--- src/rtl/bfd_pkg.sv ---
// ----------------------------------------------------------------------------
// bfd_pkg
// Types, constants and a helper function shared by the box filter downsampler.
// ----------------------------------------------------------------------------
package bfd_pkg;

    // field and store widths
    localparam int CHANNEL_BITS  = 16;
    localparam int SUM_BITS      = 22;
    localparam int NUM_CHANNELS  = 4;
    localparam int MAX_OUT_WIDTH = 1024;
    localparam int MAX_SCALE     = 8;
    localparam int COL_BITS      = $clog2(MAX_OUT_WIDTH);
    localparam int SC_BITS       = 13;
    localparam int SPAN_BITS     = SC_BITS + 1;
    localparam int RIB_BITS      = 3;
    localparam int SCALE_BITS    = 4;
    localparam int WIDTH_BITS    = 11;
    localparam int CH_SEL_BITS   = $clog2(NUM_CHANNELS);

    // reciprocal multiply: floor(n / d) == (n * ceil(2^RECIP_SHIFT / d)) >> RECIP_SHIFT
    localparam int RECIP_SHIFT = SUM_BITS + 6;
    localparam int RECIP_BITS  = RECIP_SHIFT + 1;
    localparam int PROD_BITS   = SUM_BITS + RECIP_BITS;

    // configuration register indexes
    localparam logic CFG_IDX_SCALE = 1'b0;
    localparam logic CFG_IDX_WIDTH = 1'b1;

    localparam logic [SCALE_BITS-1:0] SCALE_RESET = SCALE_BITS'(1);
    localparam logic [WIDTH_BITS-1:0] WIDTH_RESET = WIDTH_BITS'(MAX_OUT_WIDTH);

    typedef struct packed {
        logic [CHANNEL_BITS-1:0] in_red;
        logic [CHANNEL_BITS-1:0] in_green;
        logic [CHANNEL_BITS-1:0] in_blue;
        logic [CHANNEL_BITS-1:0] in_alpha;
        logic                    frame_start;
    } t_in_pix;

    typedef struct packed {
        logic [CHANNEL_BITS-1:0] out_red;
        logic [CHANNEL_BITS-1:0] out_green;
        logic [CHANNEL_BITS-1:0] out_blue;
        logic [CHANNEL_BITS-1:0] out_alpha;
        logic [COL_BITS-1:0]     out_column;
        logic                    row_end;
    } t_out_pix;

    typedef logic [NUM_CHANNELS-1:0][SUM_BITS-1:0] t_sums;

    typedef enum logic [2:0] {
        S_IDLE,
        S_DIV,
        S_DIV_END,
        S_READ,
        S_ACC,
        S_MUL,
        S_QUO,
        S_EMIT
    } t_state;

    // controller to datapath
    typedef struct packed {
        logic                   load;
        logic                   div_step;
        logic                   div_end;
        logic                   acc;
        logic                   mul;
        logic                   quo;
        logic [CH_SEL_BITS-1:0] ch;
        logic                   emit;
    } t_dp_cmd;

    // datapath to controller
    typedef struct packed {
        logic need_div;
        logic last;
        logic out_free;
    } t_dp_status;

    // ceil(2^RECIP_SHIFT / (f*f)) for an effective factor of 1..8
    function automatic logic [RECIP_BITS-1:0] recip(input logic [SCALE_BITS-1:0] f);
        logic [RECIP_BITS-1:0] r;
        case (f)
            4'd1:    r = RECIP_BITS'(268435456);
            4'd2:    r = RECIP_BITS'(67108864);
            4'd3:    r = RECIP_BITS'(29826162);
            4'd4:    r = RECIP_BITS'(16777216);
            4'd5:    r = RECIP_BITS'(10737419);
            4'd6:    r = RECIP_BITS'(7456541);
            4'd7:    r = RECIP_BITS'(5478275);
            4'd8:    r = RECIP_BITS'(4194304);
            default: r = RECIP_BITS'(268435456);
        endcase
        return r;
    endfunction

endpackage

--- src/rtl/bfd_ctrl.sv ---
// ----------------------------------------------------------------------------
// bfd_ctrl
// Sequencer for the downsampler: accept, counter resync, row store
// read-modify-write, per-channel mean and result hand-off.
// ----------------------------------------------------------------------------
module bfd_ctrl
    import bfd_pkg::*;
(
    input  logic       i_clk,
    input  logic       i_rst_n,
    input  logic       i_in_valid,
    input  t_dp_status i_status,
    output t_dp_cmd    o_cmd,
    output logic       o_in_stall
);

    t_state                 r_state, n_state;
    logic [SC_BITS-1:0]     r_step, n_step;
    logic [CH_SEL_BITS-1:0] r_ch, n_ch;

    // state registers
    always_ff @(posedge i_clk) begin
        if (!i_rst_n) begin
            r_state <= S_IDLE;
            r_step  <= '0;
            r_ch    <= '0;
        end else begin
            r_state <= n_state;
            r_step  <= n_step;
            r_ch    <= n_ch;
        end
    end

    // next state and commands
    always_comb begin
        n_state    = r_state;
        n_step     = r_step;
        n_ch       = r_ch;
        o_cmd      = '0;
        o_cmd.ch   = r_ch;
        o_in_stall = 1'b1;
        case (r_state)
            S_IDLE: begin
                o_in_stall = 1'b0;
                if (i_in_valid) begin
                    o_cmd.load = 1'b1;
                    n_step     = '0;
                    n_state    = i_status.need_div ? S_DIV : S_READ;
                end
            end
            S_DIV: begin
                // one quotient bit per cycle
                o_cmd.div_step = 1'b1;
                n_step         = r_step + 1'b1;
                if (r_step == SC_BITS'(SC_BITS - 1)) begin
                    n_state = S_DIV_END;
                end
            end
            S_DIV_END: begin
                o_cmd.div_end = 1'b1;
                n_state       = S_READ;
            end
            S_READ: begin
                n_state = S_ACC;
            end
            S_ACC: begin
                o_cmd.acc = 1'b1;
                n_ch      = '0;
                n_state   = i_status.last ? S_MUL : S_IDLE;
            end
            S_MUL: begin
                o_cmd.mul = 1'b1;
                n_state   = S_QUO;
            end
            S_QUO: begin
                o_cmd.quo = 1'b1;
                if (r_ch == CH_SEL_BITS'(NUM_CHANNELS - 1)) begin
                    n_state = S_EMIT;
                end else begin
                    n_ch    = r_ch + 1'b1;
                    n_state = S_MUL;
                end
            end
            S_EMIT: begin
                if (i_status.out_free) begin
                    o_cmd.emit = 1'b1;
                    n_state    = S_IDLE;
                end
            end
            default: begin
                n_state = S_IDLE;
            end
        endcase
    end

endmodule

--- config.mk ---
export PLATFORM = sky130hd
export DESIGN_NAME = bfd_ctrl
export DESIGN_NICKNAME = d
export VERILOG_FILES = /design/src/rtl/bfd_pkg.sv /design/src/rtl/bfd_ctrl.sv
export SDC_FILE = /design/constraint.sdc
export NUM_CORES = 1
export LEC_CHECK = 0
export ABC_AREA = 1
export BUFFER_PORTS_ARGS = -buffer_cell sky130_fd_sc_hd__clkbuf_2
export CAP_MARGIN = 20
export CORE_MARGIN = 4
export CORE_UTILIZATION = 55
export CTS_CLUSTER_SIZE = 28
export DETAILED_ROUTE_END_ITERATION = 10
export GPL_ROUTABILITY_DRIVEN = 0
export GPL_TIMING_DRIVEN = 0
export PLACE_DENSITY = 0.85
export SYNTH_ARGS = -nofsm -noshare
export SYNTH_HDL_FRONTEND = slang
export SYNTH_SLANG_ARGS = --single-unit
--- constraint.sdc ---
create_clock -name i_clk -period 1.71 [get_ports i_clk]
set_clock_uncertainty 0.1 [all_clocks]
set_input_delay 0.2565 -clock i_clk [delete_from_list [all_inputs] [get_ports i_clk]]
set_output_delay 0.2565 -clock i_clk [all_outputs]
set_load 0.01 [all_outputs]
==> flow_metrics.py <==
metrics = {
    "timing": {
        "whs_ns": 0.121,
        "rsz0062_at_grt": "no",
        "drv_slew": 0,
        "worst_pin_slew_ns": 0.438,
        "period_share_pct": 95.9,
        "finalHoldViolations": 0,
        "slew_headroom_pct": 70.8,
        "max_freq_mhz": 610,
        "tns_ns": 0,
        "setup_violations": 0,
        "post-route-min-period_ns": 1.64,
    },
    "floorplanning": {
        "dieArea_um2": 2780,
        "start_util_pct": 61.1,
        "num_rows": 15,
        "die_w_um": 52.7,
        "core_um2": 1800,
        "io_pins": 16,
        "die_y_um": 52.7,
    },
    "detailed_routing": {
        "routedWlPerCell_um": 11.3,
        "num_vias": 1112,
        "final_antenna_net_count": 0,
        "wl_mm": 2.37,
        "drcViolationCount": 0,
        "viasPerCell": 5.30,
        "firstDrtPassIters": 4,
        "drtIter0Drc": 42,
    },
    "global_route": {
        "grt_max_degree": 11,
        "grt-ovfl-total": 0,
        "grt_pass1_vias": 1039,
        "antenna_found_initial": 0,
        "grt_pass1_wl_mm": 4.20,
        "grt_usage_pct": 20.3,
    },
    "critical_path": {
        "critPathMaxFanout": 8,
        "rr_endpoint": "r_step[10]$_SDFFE_PN0P_",
        "r2r_start": "r_step[1]$_SDFFE_PN0P_",
        "cp_num_cells": 5,
        "cp_cell_sequence": "buf_6, nor2_4, nand2_2, nor2_8, clkbuf_2",
        "cp-startpoint": "r_state[0]$_SDFFE_PN0P_",
        "slowest_delay_ns": 0.32,
        "critPathKind": "reg2out",
        "r2r_cells": 8,
        "slowest_stage": "dfxtp_1",
        "required_ns": 1.35,
        "startpoint_type": "register",
        "cp.arrival_ns": 1.28,
        "crit_family": "simple AND/OR/NAND/NOR gates",
        "rrSetupSlack_ns": 0.16,
        "cp-end-kind": "output port",
        "critPathBufInv": 2,
    },
    "placement": {
        "place_area_um2": 1210,
        "port-buffer-count": 15,
        "dp_cells": 206,
        "hpwlAfterDp_mm": 1.82,
    },
    "run": {
        "maxCapViolations": 0,
    },
    "clock_network": {
        "htree_levels": 1,
        "cts_made_buffers": 3,
        "cts_setup_buffers": 0,
        "hold_buffers": 0,
        "cts_tree": "done",
        "clock_latency_ns": 0.30,
        "clock_path_buffers": 2,
        "cts_root_buffer": "clkbuf_4",
        "clkTransAtPathRegs_ns": 0.10,
        "clkSinkCount": 18,
    },
    "layout": {
        "fin_area_um2": 1250,
        "final_nets": 195,
        "antenna_cells": 0,
        "fin_cells": 210,
        "drive_gt1_share_pct": 22.2,
        "synthToLayoutAreaGrowth_pct": 13.6,
    },
    "synthesis": {
        "synth_cell_types": 27,
        "syn_area_per_cell_um2": 6.63,
        "ys_seq_area_share_pct": 32.7,
        "netlist_area_um2": 1100,
        "yosysWarnings": 0,
        "ys_seq_elements": 18,
        "syn_inst": 166,
        "syn-num-nets": 175,
    },
    "hold_path": {
        "hold_path_class": "in2reg",
        "hold_path_depth": 3,
        "hold_start": "i_rst_n",
        "holdPathEnd": "r_step[4]$_SDFFE_PN0P_",
    },
    "pwr": {
        "peakVddDrop_mv": 0.600,
        "leakage_nw": 0.537,
        "power.density_nw_per_um2": 828,
        "power_mw": 1.04,
    },
    "run_status": {
        "status": "finished clean",
    },
}
==> sequential cells by signal, summed over array words and instances (netlist names) <==
register and cells:
r_state 3, r_step 13, r_ch 2
==> report_power, final <==
part,switching (mW),total (mW),internal (mW)
registers,0.0221,0.463,0.441
clock network,0.138,0.268,0.130
logic,0.199,0.305,0.106
total,0.359,1.04,0.677
==> synthesized netlist by cell type, drive strengths merged <==
cell type	instances	area share [%]
o31ai	1	0.68
a21oi	12	5.5
dfxtp	18	33
nand3	14	7.5
nor4	1	0.57
nor2	27	13
nor3	3	1.4
clkbuf	1	0.34
ha	3	3.4
nand2	37	13
o21a	1	0.68
nand4	3	1.7
clkinv	1	0.34
inv	26	9.3
buf	1	1.0
nand3b	1	0.68
and2	1	0.57
o21ai	15	7.2
==> stage by stage <==
step	util [%]	setup slack, ns
2_1_floorplan	-	0.371
3_3_place_gp	67.0	0.252
3_5_place_dp	67.0	0.201
4_1_cts	69.0	-0.00937
5_1_grt	69.4	0.00411
6_report	69.4	0.0701
==> cell families (layout without fill, tap and decap cells) <==
family                   after synthesis  count (layout)  synth area share (%)
AO/OA/AOI/OAI                         29              29                  14.0
adder cells (fa/ha/maj)                3               3                  3.41
buffers and inverters                 29              48                  11.0
flip-flops                            18              18                  32.7
AND/OR/NAND/NOR                       87              87                  38.9
==> placed cells by master, fill, tap and decap left out, types with 3 or more instances in the layout <==
master and n:
nor2_1 18, clkbuf_4 3, nand4_1 3, nor3_1 3, o21ai_0 9, o21ai_1 5, inv_1 20, dfxtp_1 16
ha_1 3, inv_2 4, nand3_1 13, nand2_1 35, a21oi_1 12, nor2_4 3, nor2_2 5, clkbuf_2 15
==> worst max path at each step <==
| stage | to |
|---|---|
| 3_5_place_dp | r_step[10]$_SDFFE_PN0P_ |
| 3_3_place_gp | r_step[10]$_SDFFE_PN0P_ |
| 6_report | o_cmd[8] |
| 4_1_cts | o_cmd[8] |
| 5_1_grt | o_cmd[8] |
| 2_1_floorplan | r_step[10]$_SDFFE_PN0P_ |
==> worst min-delay path: stages <==
cell	delay [ns]
clkbuf_2	0.11
o21ai_0	0.07
a21oi_1	0.04
==> metal layers <==
| metal | vias up | track usage [%] | wire, um |
|---|---|---|---|
| met2 | 33 | 34.9 | 1170 |
| met4 | 0 | 10.6 | 43 |
| met3 | 4 | 5.70 | 138 |
| li1 | 575 | - | - |
| met5 | - | 0 | 0 |
| met1 | 500 | 22.3 | 1030 |
==> final cells by class <==
cell class                 instances  area [um^2]
sequential                        18          363
timing repair buffer              15         75.1
buffer                             2         15.0
inverter                          27          106
tap                               25         31.3
clock buffer                       4         36.3
multi-input combinational        119          624
fill                             169          551
==> timing repair <==
item                                    in CTS  in global routing
pin swaps                                    0                  0
gates resized for setup                      0                  3
endpoints found under the setup margin       1                  3
Power figures use the tool's default switching activity.
